**config.mk**
```make
export PLATFORM = sky130hd
export DESIGN_NAME = modular_exponentiation
export DESIGN_NICKNAME = d
export VERILOG_FILES = /design/src/design/mexp_pkg.sv /design/src/design/mexp_dp.sv /design/src/design/mexp_ctrl.sv /design/src/design/modular_exponentiation.sv
export SDC_FILE = /design/constraint.sdc
export NUM_CORES = 1
export LEC_CHECK = 0
export BUFFER_PORTS_ARGS = -buffer_cell sky130_fd_sc_hd__buf_2
export CAP_MARGIN = 20
export CELL_PAD_IN_SITES_DETAIL_PLACEMENT = 0
export CELL_PAD_IN_SITES_GLOBAL_PLACEMENT = 1
export CORE_MARGIN = 4
export CORE_UTILIZATION = 51
export DETAILED_ROUTE_END_ITERATION = 10
export PLACE_DENSITY = 0.95
export SLEW_MARGIN = 20
export SYNTH_ARGS = -nofsm -noshare
export SYNTH_HDL_FRONTEND = slang
export SYNTH_SLANG_ARGS = --single-unit
```
**constraint.sdc**
```tcl
create_clock -name clk -period 10.6 [get_ports clk]
set_input_delay 0.53 -clock clk [delete_from_list [all_inputs] [get_ports clk]]
set_output_delay 0.53 -clock clk [all_outputs]
set_load 0.01 [all_outputs]
```
**src/design/mexp_pkg.sv**
```systemverilog
`default_nettype none

package mexp_pkg;

    // port width of every data field
    localparam int DATA_W = 64;

    // width of the arithmetic, low bits of each field are used
    localparam int WIDTH = 64;

    // bit counter of one modular multiplication
    localparam int CNT_W = $clog2(WIDTH);

    // operand choice for a multiplication
    typedef enum logic
    {
        SEL_RES,
        SEL_SQR
    } mul_sel_t;

    // commands from the controller to the datapath
    typedef struct packed
    {
        logic     load;
        logic     mul_setup;
        mul_sel_t mul_sel;
        logic     mul_step;
        logic     wb_base;
        logic     wb_res;
        logic     exp_shift;
        logic     emit;
    } dp_cmd_t;

    // status from the datapath to the controller
    typedef struct packed
    {
        logic m_zero;
        logic e_zero;
        logic e_lsb;
        logic e_next_zero;
    } dp_sts_t;

endpackage

`default_nettype wire

```
**src/design/mexp_dp.sv**
```systemverilog
`default_nettype none

module mexp_dp
(
    input  wire logic                          clk,
    input  wire logic                          rst_n,
    input  wire logic                          cfg_wr_en,
    input  wire logic [mexp_pkg::DATA_W-1:0]   cfg_wr_data,
    input  wire logic [mexp_pkg::DATA_W-1:0]   base_value,
    input  wire logic [mexp_pkg::DATA_W-1:0]   exponent,
    input  wire mexp_pkg::dp_cmd_t             cmd,
    output mexp_pkg::dp_sts_t                  sts,
    output logic      [mexp_pkg::DATA_W-1:0]   power_result,
    output logic                               modulus_zero_error
);

    localparam int W = mexp_pkg::WIDTH;

    logic [W-1:0] modulus_reg;
    logic [W-1:0] acc_reg,      acc_next;
    logic [W-1:0] mcand_reg,    mcand_next;
    logic [W-1:0] mplier_reg,   mplier_next;
    logic [W-1:0] base_reg,     base_next;
    logic [W-1:0] res_reg,      res_next;
    logic [W-1:0] exp_reg,      exp_next;
    logic         err_reg,      err_next;
    logic [W-1:0] out_res_reg,  out_res_next;
    logic         out_err_reg,  out_err_next;

    logic [W+1:0] sum;
    logic [W+1:0] mod1;
    logic [W+1:0] mod2;
    logic [W-1:0] step_val;
    logic [W-1:0] in_base;
    logic [W-1:0] in_exp;

    assign in_base = base_value[W-1:0];
    assign in_exp  = exponent[W-1:0];
    assign mod1    = {2'b00, modulus_reg};
    assign mod2    = {1'b0, modulus_reg, 1'b0};

    // one double-and-add step, the sum stays below three times the modulus
    always_comb
    begin
        sum = {1'b0, acc_reg, 1'b0}
            + (mplier_reg[W-1] ? {2'b00, mcand_reg} : {(W+2){1'b0}});
        if (sum >= mod2)
        begin
            step_val = W'(sum - mod2);
        end
        else if (sum >= mod1)
        begin
            step_val = W'(sum - mod1);
        end
        else
        begin
            step_val = sum[W-1:0];
        end
    end

    // status for the controller
    assign sts.m_zero      = (modulus_reg == '0);
    assign sts.e_zero      = (exp_reg == '0);
    assign sts.e_lsb       = exp_reg[0];
    assign sts.e_next_zero = (exp_reg[W-1:1] == '0);

    // next values of the working registers
    always_comb
    begin
        acc_next     = acc_reg;
        mcand_next   = mcand_reg;
        mplier_next  = mplier_reg;
        base_next    = base_reg;
        res_next     = res_reg;
        exp_next     = exp_reg;
        err_next     = err_reg;
        out_res_next = out_res_reg;
        out_err_next = out_err_reg;

        // multiplication step
        if (cmd.mul_step)
        begin
            acc_next    = step_val;
            mplier_next = {mplier_reg[W-2:0], 1'b0};
        end

        // results of a finished multiplication
        if (cmd.wb_base)
        begin
            base_next = step_val;
        end
        if (cmd.wb_res)
        begin
            res_next = step_val;
        end
        if (cmd.exp_shift)
        begin
            exp_next = {1'b0, exp_reg[W-1:1]};
        end

        // operands for the next multiplication
        if (cmd.mul_setup)
        begin
            acc_next = '0;
            unique case (cmd.mul_sel)
                mexp_pkg::SEL_RES:
                begin
                    mcand_next  = res_reg;
                    mplier_next = base_reg;
                end
                mexp_pkg::SEL_SQR:
                begin
                    mcand_next  = base_reg;
                    mplier_next = base_reg;
                end
                default:
                begin
                    mcand_next  = base_reg;
                    mplier_next = base_reg;
                end
            endcase
        end

        // new transaction, base reduction runs as a product with one
        if (cmd.load)
        begin
            acc_next    = '0;
            mcand_next  = W'(1);
            mplier_next = in_base;
            exp_next    = in_exp;
            err_next    = sts.m_zero;
            if (sts.m_zero || (modulus_reg == W'(1) && in_exp != '0))
            begin
                res_next = '0;
            end
            else
            begin
                res_next = W'(1);
            end
        end

        // output payload
        if (cmd.emit)
        begin
            out_res_next = res_reg;
            out_err_next = err_reg;
        end
    end

    // modulus register
    always_ff @(posedge clk or negedge rst_n)
    begin
        if (!rst_n)
        begin
            modulus_reg <= '0;
        end
        else if (cfg_wr_en)
        begin
            modulus_reg <= cfg_wr_data[W-1:0];
        end
    end

    // payload registers
    always_ff @(posedge clk)
    begin
        acc_reg     <= acc_next;
        mcand_reg   <= mcand_next;
        mplier_reg  <= mplier_next;
        base_reg    <= base_next;
        res_reg     <= res_next;
        exp_reg     <= exp_next;
        err_reg     <= err_next;
        out_res_reg <= out_res_next;
        out_err_reg <= out_err_next;
    end

    assign power_result       = mexp_pkg::DATA_W'(out_res_reg);
    assign modulus_zero_error = out_err_reg;

endmodule

`default_nettype wire

```
**src/design/mexp_ctrl.sv**
```systemverilog
`default_nettype none

module mexp_ctrl
(
    input  wire logic               clk,
    input  wire logic               rst_n,
    input  wire logic               in_valid,
    output logic                    in_stall,
    output logic                    out_valid,
    input  wire logic               out_stall,
    output mexp_pkg::dp_cmd_t       cmd,
    input  wire mexp_pkg::dp_sts_t  sts
);

    typedef enum logic [2:0]
    {
        ST_IDLE,
        ST_REDUCE,
        ST_EXP,
        ST_MUL_RES,
        ST_MUL_SQR,
        ST_FINISH
    } state_t;

    localparam int CW = mexp_pkg::CNT_W;

    state_t          state_reg, state_next;
    logic   [CW-1:0] cnt_reg,   cnt_next;
    logic            out_valid_reg, out_valid_next;
    logic            cnt_last;
    logic            out_free;

    assign cnt_last  = (cnt_reg == CW'(mexp_pkg::WIDTH - 1));
    assign out_free  = !out_valid_reg || !out_stall;
    assign in_stall  = (state_reg != ST_IDLE);
    assign out_valid = out_valid_reg;

    // sequencing and datapath commands
    always_comb
    begin
        state_next = state_reg;
        cnt_next   = cnt_reg;
        cmd        = '0;
        cmd.mul_sel = mexp_pkg::SEL_SQR;

        unique case (state_reg)
            ST_IDLE:
            begin
                if (in_valid)
                begin
                    cmd.load = 1'b1;
                    cnt_next = '0;
                    state_next = sts.m_zero ? ST_FINISH : ST_REDUCE;
                end
            end
            ST_REDUCE:
            begin
                cmd.mul_step = 1'b1;
                cnt_next     = cnt_reg + CW'(1);
                if (cnt_last)
                begin
                    cmd.wb_base = 1'b1;
                    state_next  = ST_EXP;
                end
            end
            ST_EXP:
            begin
                cnt_next = '0;
                if (sts.e_zero)
                begin
                    state_next = ST_FINISH;
                end
                else if (sts.e_lsb)
                begin
                    cmd.mul_setup = 1'b1;
                    cmd.mul_sel   = mexp_pkg::SEL_RES;
                    state_next    = ST_MUL_RES;
                end
                else
                begin
                    cmd.mul_setup = 1'b1;
                    state_next    = ST_MUL_SQR;
                end
            end
            ST_MUL_RES:
            begin
                cmd.mul_step = 1'b1;
                cnt_next     = cnt_reg + CW'(1);
                if (cnt_last)
                begin
                    cmd.wb_res = 1'b1;
                    // last exponent bit needs no further squaring
                    if (sts.e_next_zero)
                    begin
                        cmd.exp_shift = 1'b1;
                        state_next    = ST_EXP;
                    end
                    else
                    begin
                        cmd.mul_setup = 1'b1;
                        cnt_next      = '0;
                        state_next    = ST_MUL_SQR;
                    end
                end
            end
            ST_MUL_SQR:
            begin
                cmd.mul_step = 1'b1;
                cnt_next     = cnt_reg + CW'(1);
                if (cnt_last)
                begin
                    cmd.wb_base   = 1'b1;
                    cmd.exp_shift = 1'b1;
                    state_next    = ST_EXP;
                end
            end
            ST_FINISH:
            begin
                if (out_free)
                begin
                    cmd.emit   = 1'b1;
                    state_next = ST_IDLE;
                end
            end
            default:
            begin
                state_next = ST_IDLE;
            end
        endcase
    end

    // output valid flag
    always_comb
    begin
        if (cmd.emit)
        begin
            out_valid_next = 1'b1;
        end
        else if (out_valid_reg && !out_stall)
        begin
            out_valid_next = 1'b0;
        end
        else
        begin
            out_valid_next = out_valid_reg;
        end
    end

    // state and registered outputs
    always_ff @(posedge clk or negedge rst_n)
    begin
        if (!rst_n)
        begin
            state_reg     <= ST_IDLE;
            cnt_reg       <= '0;
            out_valid_reg <= 1'b0;
        end
        else
        begin
            state_reg     <= state_next;
            cnt_reg       <= cnt_next;
            out_valid_reg <= out_valid_next;
        end
    end

endmodule

`default_nettype wire

```
**src/design/modular_exponentiation.sv**
```systemverilog
// channel  | handshake              | payload
// ---------+------------------------+-----------------------------------
// input    | in_valid / in_stall    | base_value, exponent
// output   | out_valid / out_stall  | power_result, modulus_zero_error
// config   | cfg_wr_en              | cfg_wr_data (modulus)
//
// one transaction at a time; every modular product runs in the shared
// double-and-add unit; acceptance to out_valid covers the base reduction,
// then one product per exponent bit up to the highest set one and a second
// one for each set bit below it; a zero modulus runs no product at all;
// rst_n clears control state and the modulus; the result register lets a
// new transaction in while the last one waits
`default_nettype none

module modular_exponentiation
(
    input  wire logic                         clk,
    input  wire logic                         rst_n,
    input  wire logic                         cfg_wr_en,
    input  wire logic [mexp_pkg::DATA_W-1:0]  cfg_wr_data,
    input  wire logic                         in_valid,
    output logic                              in_stall,
    input  wire logic [mexp_pkg::DATA_W-1:0]  base_value,
    input  wire logic [mexp_pkg::DATA_W-1:0]  exponent,
    output logic                              out_valid,
    input  wire logic                         out_stall,
    output logic      [mexp_pkg::DATA_W-1:0]  power_result,
    output logic                              modulus_zero_error
);

    mexp_pkg::dp_cmd_t cmd;
    mexp_pkg::dp_sts_t sts;

    // sequencer
    mexp_ctrl u_ctrl
    (
        .clk       (clk),
        .rst_n     (rst_n),
        .in_valid  (in_valid),
        .in_stall  (in_stall),
        .out_valid (out_valid),
        .out_stall (out_stall),
        .cmd       (cmd),
        .sts       (sts)
    );

    // arithmetic and registers
    mexp_dp u_dp
    (
        .clk                (clk),
        .rst_n              (rst_n),
        .cfg_wr_en          (cfg_wr_en),
        .cfg_wr_data        (cfg_wr_data),
        .base_value         (base_value),
        .exponent           (exponent),
        .cmd                (cmd),
        .sts                (sts),
        .power_result       (power_result),
        .modulus_zero_error (modulus_zero_error)
    );

endmodule

`default_nettype wire

```
==> impl_results.md, run 1 <==
* Antenna cell count at 0
* Least-Margin Pin Slew at 1.06 ns
* Synth Area in Adders at 7.14%
* Clock buffer depth at 3
* Via density per instance at 6.33
* # DRC at 0
* Final worst path period need at 8.82 ns
* Core Rows at 95
* Synth warnings at 0
* EDFF count, synth at 322
* Nets at 4348
* Compound-Gate Fraction of Synth Area at between 20% and 30%
* Final HPWL DP at 91500 um
* Placed Area at 0.0363 sq mm
* Die footprint at 0.0718 sq mm
* Mapped Nets at 4216
* Clk_lat worst skew at 0.64 ns
* CP endpoint kind: register
* R2R depth at 26
* All-layer global routing usage at 31.8%
* Crit path from: u_dp.mplier_reg[63]
* Detailed Route WL at 119000 um
* Vias in the first global route at around 28000
* Combined area of the multi-input logic cells at between 0.015 and 0.02 sq mm
* Ys flop type: edfxtp_1
* Clock sinks at about 520
* Initial DRC count at between 4000 and 5000
* Clk root buf: clkbuf_16
* Maximum clock rate at 113 MHz
* Die width at 268 um
* Routed Antenna Nets at 0
* Post-CTS Resized at 0
* Post-Syn Area at 0.0345 sq mm
* Worst Setup EP: u_dp.res_reg[25]
* Worst R2R Setup Slack at 1.78 ns
* Sequential Area at 0.0141 sq mm
* Final setup fails at 0
* Critical path class: reg -> reg
* Largest net degree at the start of global routing at 131
* Syn Area/Cell at 9.02 sq um
* Fin Hold WS at 0.0952 ns
* Final Max Tran Viols at 0
* Mux contribution to synthesized area at 4.43%
* Worst setup margin at about 1.8 ns
* PortBufs at 263
* Max-cap violations at 0
* Quantity of hold-fixing buffers added after cts at 1
* Capturing point of the worst reg2reg path: u_dp.res_reg[25]
* Largest family of logic cells by synthesized area: compound AO/OA/AOI/OAI gates
* Detailed-route wire length per cell at ~24 um
* Synthesis-to-finish area growth at 10.7%
* Layout cells sized above 1 at 11.7%
* Startpoint types: register
* Mapped Cells at 3824
* Clock slew at reported path FFs at 0.07 ns
* First-pass GRT wire length at 174000 um
* Clock H-tree levels at 2
* Starting Density at 51.4%
* Post-synth cell types at 104
* Period utilization at 83.2%
* Setup TNS at 0 ns
* Ports at between 200 and 300
* Simple-gate share of the synthesized area at 18.0%
* Post-CTS setup buffers at 0
* Drt pass-1 iters at 6
* Required @ worst endpoint at 11.08 ns
* Initial antenna violation count at 0
* Slew margin rel. at 27.6%
* Total gr overflow at 0
* Core ar. at 0.0670 sq mm
* Outcome: finished, final reports clean
* Xor and xnor area share after synthesis at 4.40%
* Setup WS pre-CTS at around 1.9 ns
* TritonCTS buffer count at 55
* Final Hold Viols at 0
* Max FO, Critical Path at 43
* Flops & latches, synth at approximately 520
* Critical R2R Launch: u_dp.mplier_reg[63]
* Fraction of registers with async set or reset after synthesis at roughly 14%
* Post-route cell area at approximately 0.038 sq mm
* Final worst clock skew at around 0.033 ns
* Fillers at 5983
* RSZ-0062 raised after global routing: false
* Die Ht at 268 um
* Routability cong. at 1.05
* CTS tree: built
* Total number of vias at 30858
* WP data arrival at between 9 and 10 ns
* Hold crit path type: in -> reg
* Seq/Total Area, Yosys at 40.8%
final cells by class:
class	instances	share of cell area (%)
timing repair buffer	299	4.21
multi-input combinational	2947	49.8
clock buffer	74	4.01
inverter	129	1.29
tap	873	2.86
clock inverter	30	0.944
sequential	524	36.9
critical path, stage by stage (launching register included):
cell       delay [ns]
edfxtp_1         0.62
buf_4            0.33
and2_1           0.16
ha_1             0.18
inv_1            0.06
fa_1             0.39
nor2b_1          0.16
o31ai_1          0.11
a21oi_2          0.32
o21ai_0          0.20
a2111oi_0        0.97
nor3_1           0.19
or2_2            0.38
a211oi_1         0.68
ha_1             0.46
a21o_1           0.22
a21o_1           0.18
a21o_1           0.20
a211oi_1         0.27
nor2_1           0.10
or4_1            0.55
a311oi_2         0.31
and2_4           0.55
buf_4            0.42
nor2_1           0.10
a31oi_1          0.34
and2_1           0.18
worst min-delay path by stage:
stage,end,slack [ns],startpoint,depth (start not counted)
finish,u_dp.modulus_reg[4],0.1,cfg_wr_data[4],3
global route,u_dp.modulus_reg[29],0.1,cfg_wr_data[29],3
CTS,u_dp.modulus_reg[37],0.08,cfg_wr_data[37],3
detailed placement,u_ctrl.cnt_reg[0],0.38,rst_n,1
global placement,u_ctrl.cnt_reg[1],0.37,rst_n,1
floorplan,u_ctrl.cnt_reg[0],0.23,rst_n,0
placed cells by master (no fill, tap or decap), drive strengths merged, types with 26 or more instances in the layout:
cell and count:
dfrtp 74, edfxtp 322, nand2 563, and3 31, o21ai 320, xor2 75, nor2b 27, mux2i 148
inv 134, o21bai 28, nand4 59, nand3 93, a211oi 112, o21a 26, and2 109, a31oi 46
nor4 67, dfxtp 128, nor2 231, ha 192, a21o 99, a21oi 268, clkbuf 74, xnor2 96
buf 298, nor3 49
routing by layer:
metal  global-route usage [%]  vias up  part of all wire (%)
li1                         -    14332                     -
met1                     48.9    14741                    45
met2                     43.2     1626                    39
met3                     9.36      159                    13
met4                     8.55        0                   3.0
met5                        0        -                     0
Yosys cell counts, drive strengths merged, types with 17 or more instances:
master  count  area share, %
xor2       75            1.9
and3       31           0.56
nor2      231            2.6
nand4      59            1.1
o31ai      24           0.54
edfxtp    322             28
dfrtp      74            5.4
nand3      93            1.3
ha        192            7.0
dfxtp     128            7.4
o211ai     24           0.57
nor2b      27           0.51
o21bai     28           0.61
nor4       67            1.2
nand2b     23           0.42
o221ai     17           0.45
a22o       20           0.51
buf        50           0.91
and2      109            2.0
inv       129            1.4
a211oi    112            2.6
a31oi      46           0.94
o21a       26           0.57
xnor2      96            2.5
o21ai     320            4.6
mux2i     148            4.3
a21boi     19           0.41
nor3       49           0.73
a21o       99            2.2
nand2     563            6.1
a21oi     268            4.0
clkbuf    174            1.9
kinds of logic (layout without fill, tap and decap cells):
family	count (synthesis)	after routing
adder cells (fa/ha/maj)	195	195
AND/OR/NAND/NOR	1317	1317
flip-flops	524	524
AO/OA/AOI/OAI	1113	1113
buffers and inverters	353	532
XOR/XNOR	171	171
multiplexers	151	151
metrics by stage:
step | util, % | std cells
after floorplan | - | 3824
after global placement | 54.1 | 4771
after detailed placement | 54.1 | 4771
after CTS | 56.9 | 4876
after global routing | 56.9 | 4876
final | 56.9 | 4876
Power of run 1 is not shown: default switching activity piles up to over one toggle a cycle in this logic, so the estimate is an artifact.
==> run 2: changes to the inputs <==
--- a/config.mk
+++ b/config.mk
@@ -10,9 +10,9 @@
 export CELL_PAD_IN_SITES_DETAIL_PLACEMENT = 0
 export CELL_PAD_IN_SITES_GLOBAL_PLACEMENT = 1
 export CORE_MARGIN = 4
-export CORE_UTILIZATION = 51
+export CORE_UTILIZATION = 43
 export DETAILED_ROUTE_END_ITERATION = 10
-export PLACE_DENSITY = 0.95
+export PLACE_DENSITY = 0.89
 export SLEW_MARGIN = 20
 export SYNTH_ARGS = -nofsm -noshare
 export SYNTH_HDL_FRONTEND = slang
==> constraint.sdc (replaced) <==
create_clock -name clk -period 7.62 [get_ports clk]
set_input_delay 0.381 -clock clk [delete_from_list [all_inputs] [get_ports clk]]
set_output_delay 0.381 -clock clk [all_outputs]
set_load 0.01 [all_outputs]
==> run 2 against run 1 <==
Net effect:
- via count grew 1.5%
- register-to-register slack worse by 1.4 ns
- maximum frequency rose by 22%
- first-iteration DRC count fell by 16%
- sequential share of layout area is 1.8 points lower
- design area grew 5.2%
- hold slack got worse by 0.068 ns
- clock skew grew 0.0058 ns
- largest cell class unchanged
- highest routed layer unchanged
==> impl_results.md, run 2 (synthesis gave the netlist of run 1 again) <==
* WL met2 at 50000 um (was 46800 um)
* Routability cong. at 1.01 (was 1.05)
* Post-CTS setup buffers at 0 (unchanged)
* Clock slew at reported path FFs at 0.06 ns (was 0.07 ns)
* Fin Hold WS at 0.0276 ns (was 0.0952 ns)
* Least-Margin Pin Slew at 1.06 ns (about the same)
* Synthesis-to-finish area growth at 16.5% (was 10.7%)
* Required @ worst endpoint at 7.95 ns (was 11.08 ns)
* All-layer global routing usage at 28.0% (was 31.8%)
* Sequential Area at 0.0141 sq mm (unchanged)
* Crit-path slowest cell: or4_4 (was a2111oi_0)
* Final HPWL DP at 97700 um (was 91500 um)
* Clk_lat worst skew at 0.65 ns (was 0.64 ns)
* TritonCTS buffer count at 57 (was 55)
* M1 WL at 59500 um (was 53300 um)
* RSZ-0062 raised after global routing: false (unchanged)
* Die width at 291 um (was 268 um)
* Total number of vias at 31328 (was 30858)
* Detailed Route WL at 124000 um (was 119000 um)
* Worst hold stages at 3 (unchanged)
* Antenna cell count at 0 (unchanged)
* First-pass GRT wire length at 183000 um (was 174000 um)
* Commonest non-fill, non-tap cell in the layout: nand2_1 (unchanged)
* Maximum clock rate at 138 MHz (was 113 MHz)
* Worst R2R Setup Slack at 0.38 ns (was 1.78 ns)
* # placed instances at 5077 (was 4771)
* Max-cap violations at 0 (unchanged)
* Initial DRC count at 3568 (was 4259)
* Nets at 4543 (was 4348)
* Vias in the first global route at 28759 (was 27977)
* Die Ht at 291 um (was 268 um)
* Clock sinks at 524 (unchanged)
* Period utilization at 95.0% (was 83.2%)
* Startpoint types: register (unchanged)
* Detailed-route wire length per cell at 23.6 um (was 24.4 um)
* Slowest stage delay, CP at 0.55 ns (was 0.97 ns)
* Final Hold Viols at 0 (unchanged)
* PortBufs at 263 (unchanged)
* Via density per instance at 5.97 (was 6.33)
* Final worst path period need at 7.24 ns (was 8.82 ns)
* Combined area of the multi-input logic cells at 0.0190 sq mm (about the same)
* Critical path class: reg -> reg (unchanged)
* CP endpoint kind: register (unchanged)
* R2R depth at 27 (was 26)
* Layout cells sized above 1 at 14.3% (was 11.7%)
* Post-Layout Cell Count at 5250 (was 4876)
* Initial antenna violation count at 0 (unchanged)
* Final worst clock skew at 0.0385 ns (was 0.0327 ns)
* Highest routed layer: met4 (unchanged)
* Slew margin rel. at 28.9% (was 27.6%)
* # DRC at 0 (unchanged)
* Core Rows at 103 (was 95)
* Ports at 264 (unchanged)
* WP data arrival at 7.57 ns (was 9.30 ns)
* Fin util at 50.7% (was 56.9%)
* Largest net degree at the start of global routing at 142 (was 131)
* Setup TNS at 0 ns (unchanged)
* CTS tree: built (unchanged)
* Clock H-tree levels at 2 (unchanged)
* Crit-path most repeated cell: a21o_1 (unchanged)
* Starting Density at 43.5% (was 51.4%)
* Most frequent cells in the layout: nand2_1 (559), edfxtp_1 (322), o21ai_0 (290) (unchanged)
* WL met3 at 12100 um (was 15200 um)
* Fillers at 7440 (was 5983)
* Clk root buf: clkbuf_16 (unchanged)
* Die footprint at 0.0848 sq mm (was 0.0718 sq mm)
* Drt pass-1 iters at 6 (unchanged)
* Routed Antenna Nets at 0 (unchanged)
* Clock buffer depth at 3 (unchanged)
* Final setup fails at 0 (unchanged)
* Outcome: finished, final reports clean (unchanged)
* Total gr overflow at 0 (unchanged)
* Core ar. at 0.0793 sq mm (was 0.0670 sq mm)
* Hold crit path type: in -> reg (unchanged)
* Max FO, Critical Path at 64 (was 43)
* Final Max Tran Viols at 0 (unchanged)
## run 2: final timing paths
kind	startpoint	end
max	u_dp.mplier_reg[63]	u_dp.res_reg[12]
min	cfg_wr_data[15]	u_dp.modulus_reg[15]
max reg2reg	u_dp.mplier_reg[63]	u_dp.res_reg[12]
min reg2reg	u_dp.err_reg	u_dp.modulus_zero_error
max in group asynchronous	rst_n	u_dp.modulus_reg[14]
min in group asynchronous	rst_n	u_dp.modulus_reg[56]
## run 2: layer usage
| layer | vias up | track usage (%) |
|---|---|---|
| li1 | 14699 | - |
| met4 | 0 | 5.59 |
| met3 | 121 | 4.83 |
| met1 | 15109 | 44.9 |
| met2 | 1399 | 39.0 |
| met5 | - | 0 |
## run 2: area by class of cell
class / instances / share of cell area, %
clock buffer: 90 / 4.19
tap: 1050 / 3.27
clock inverter: 18 / 0.442
inverter: 129 / 1.23
sequential: 524 / 35.1
timing repair buffer: 492 / 8.42
multi-input combinational: 2947 / 47.4
## run 2: stage by stage
step | cell area (sq um) | setup WS (ns)
floorplan | 34500 | 1.46
global placement | 37600 | 0.533
detailed placement | 37600 | 0.417
CTS | 40100 | 0.378
global route | 40200 | 0.0596
finish | 40200 | 0.383
## run 2: worst max-delay path: cells and delay by family (launching register included)
kind | cells | cell delay [ns]
compound gates | 14 | 2.88
simple gates | 6 | 1.70
flops | 1 | 0.42
xor+xnor | 1 | 0.28
fa+ha+maj | 2 | 0.77
buf+inv | 4 | 0.80
## run 2: what timing repair did
item                       CTS  global route
hold buffers                65             0
resized for setup            0             5
hold endpoints to repair    77             0
setup endpoints to repair    0            14
Power of run 2 is left out for the same reason.
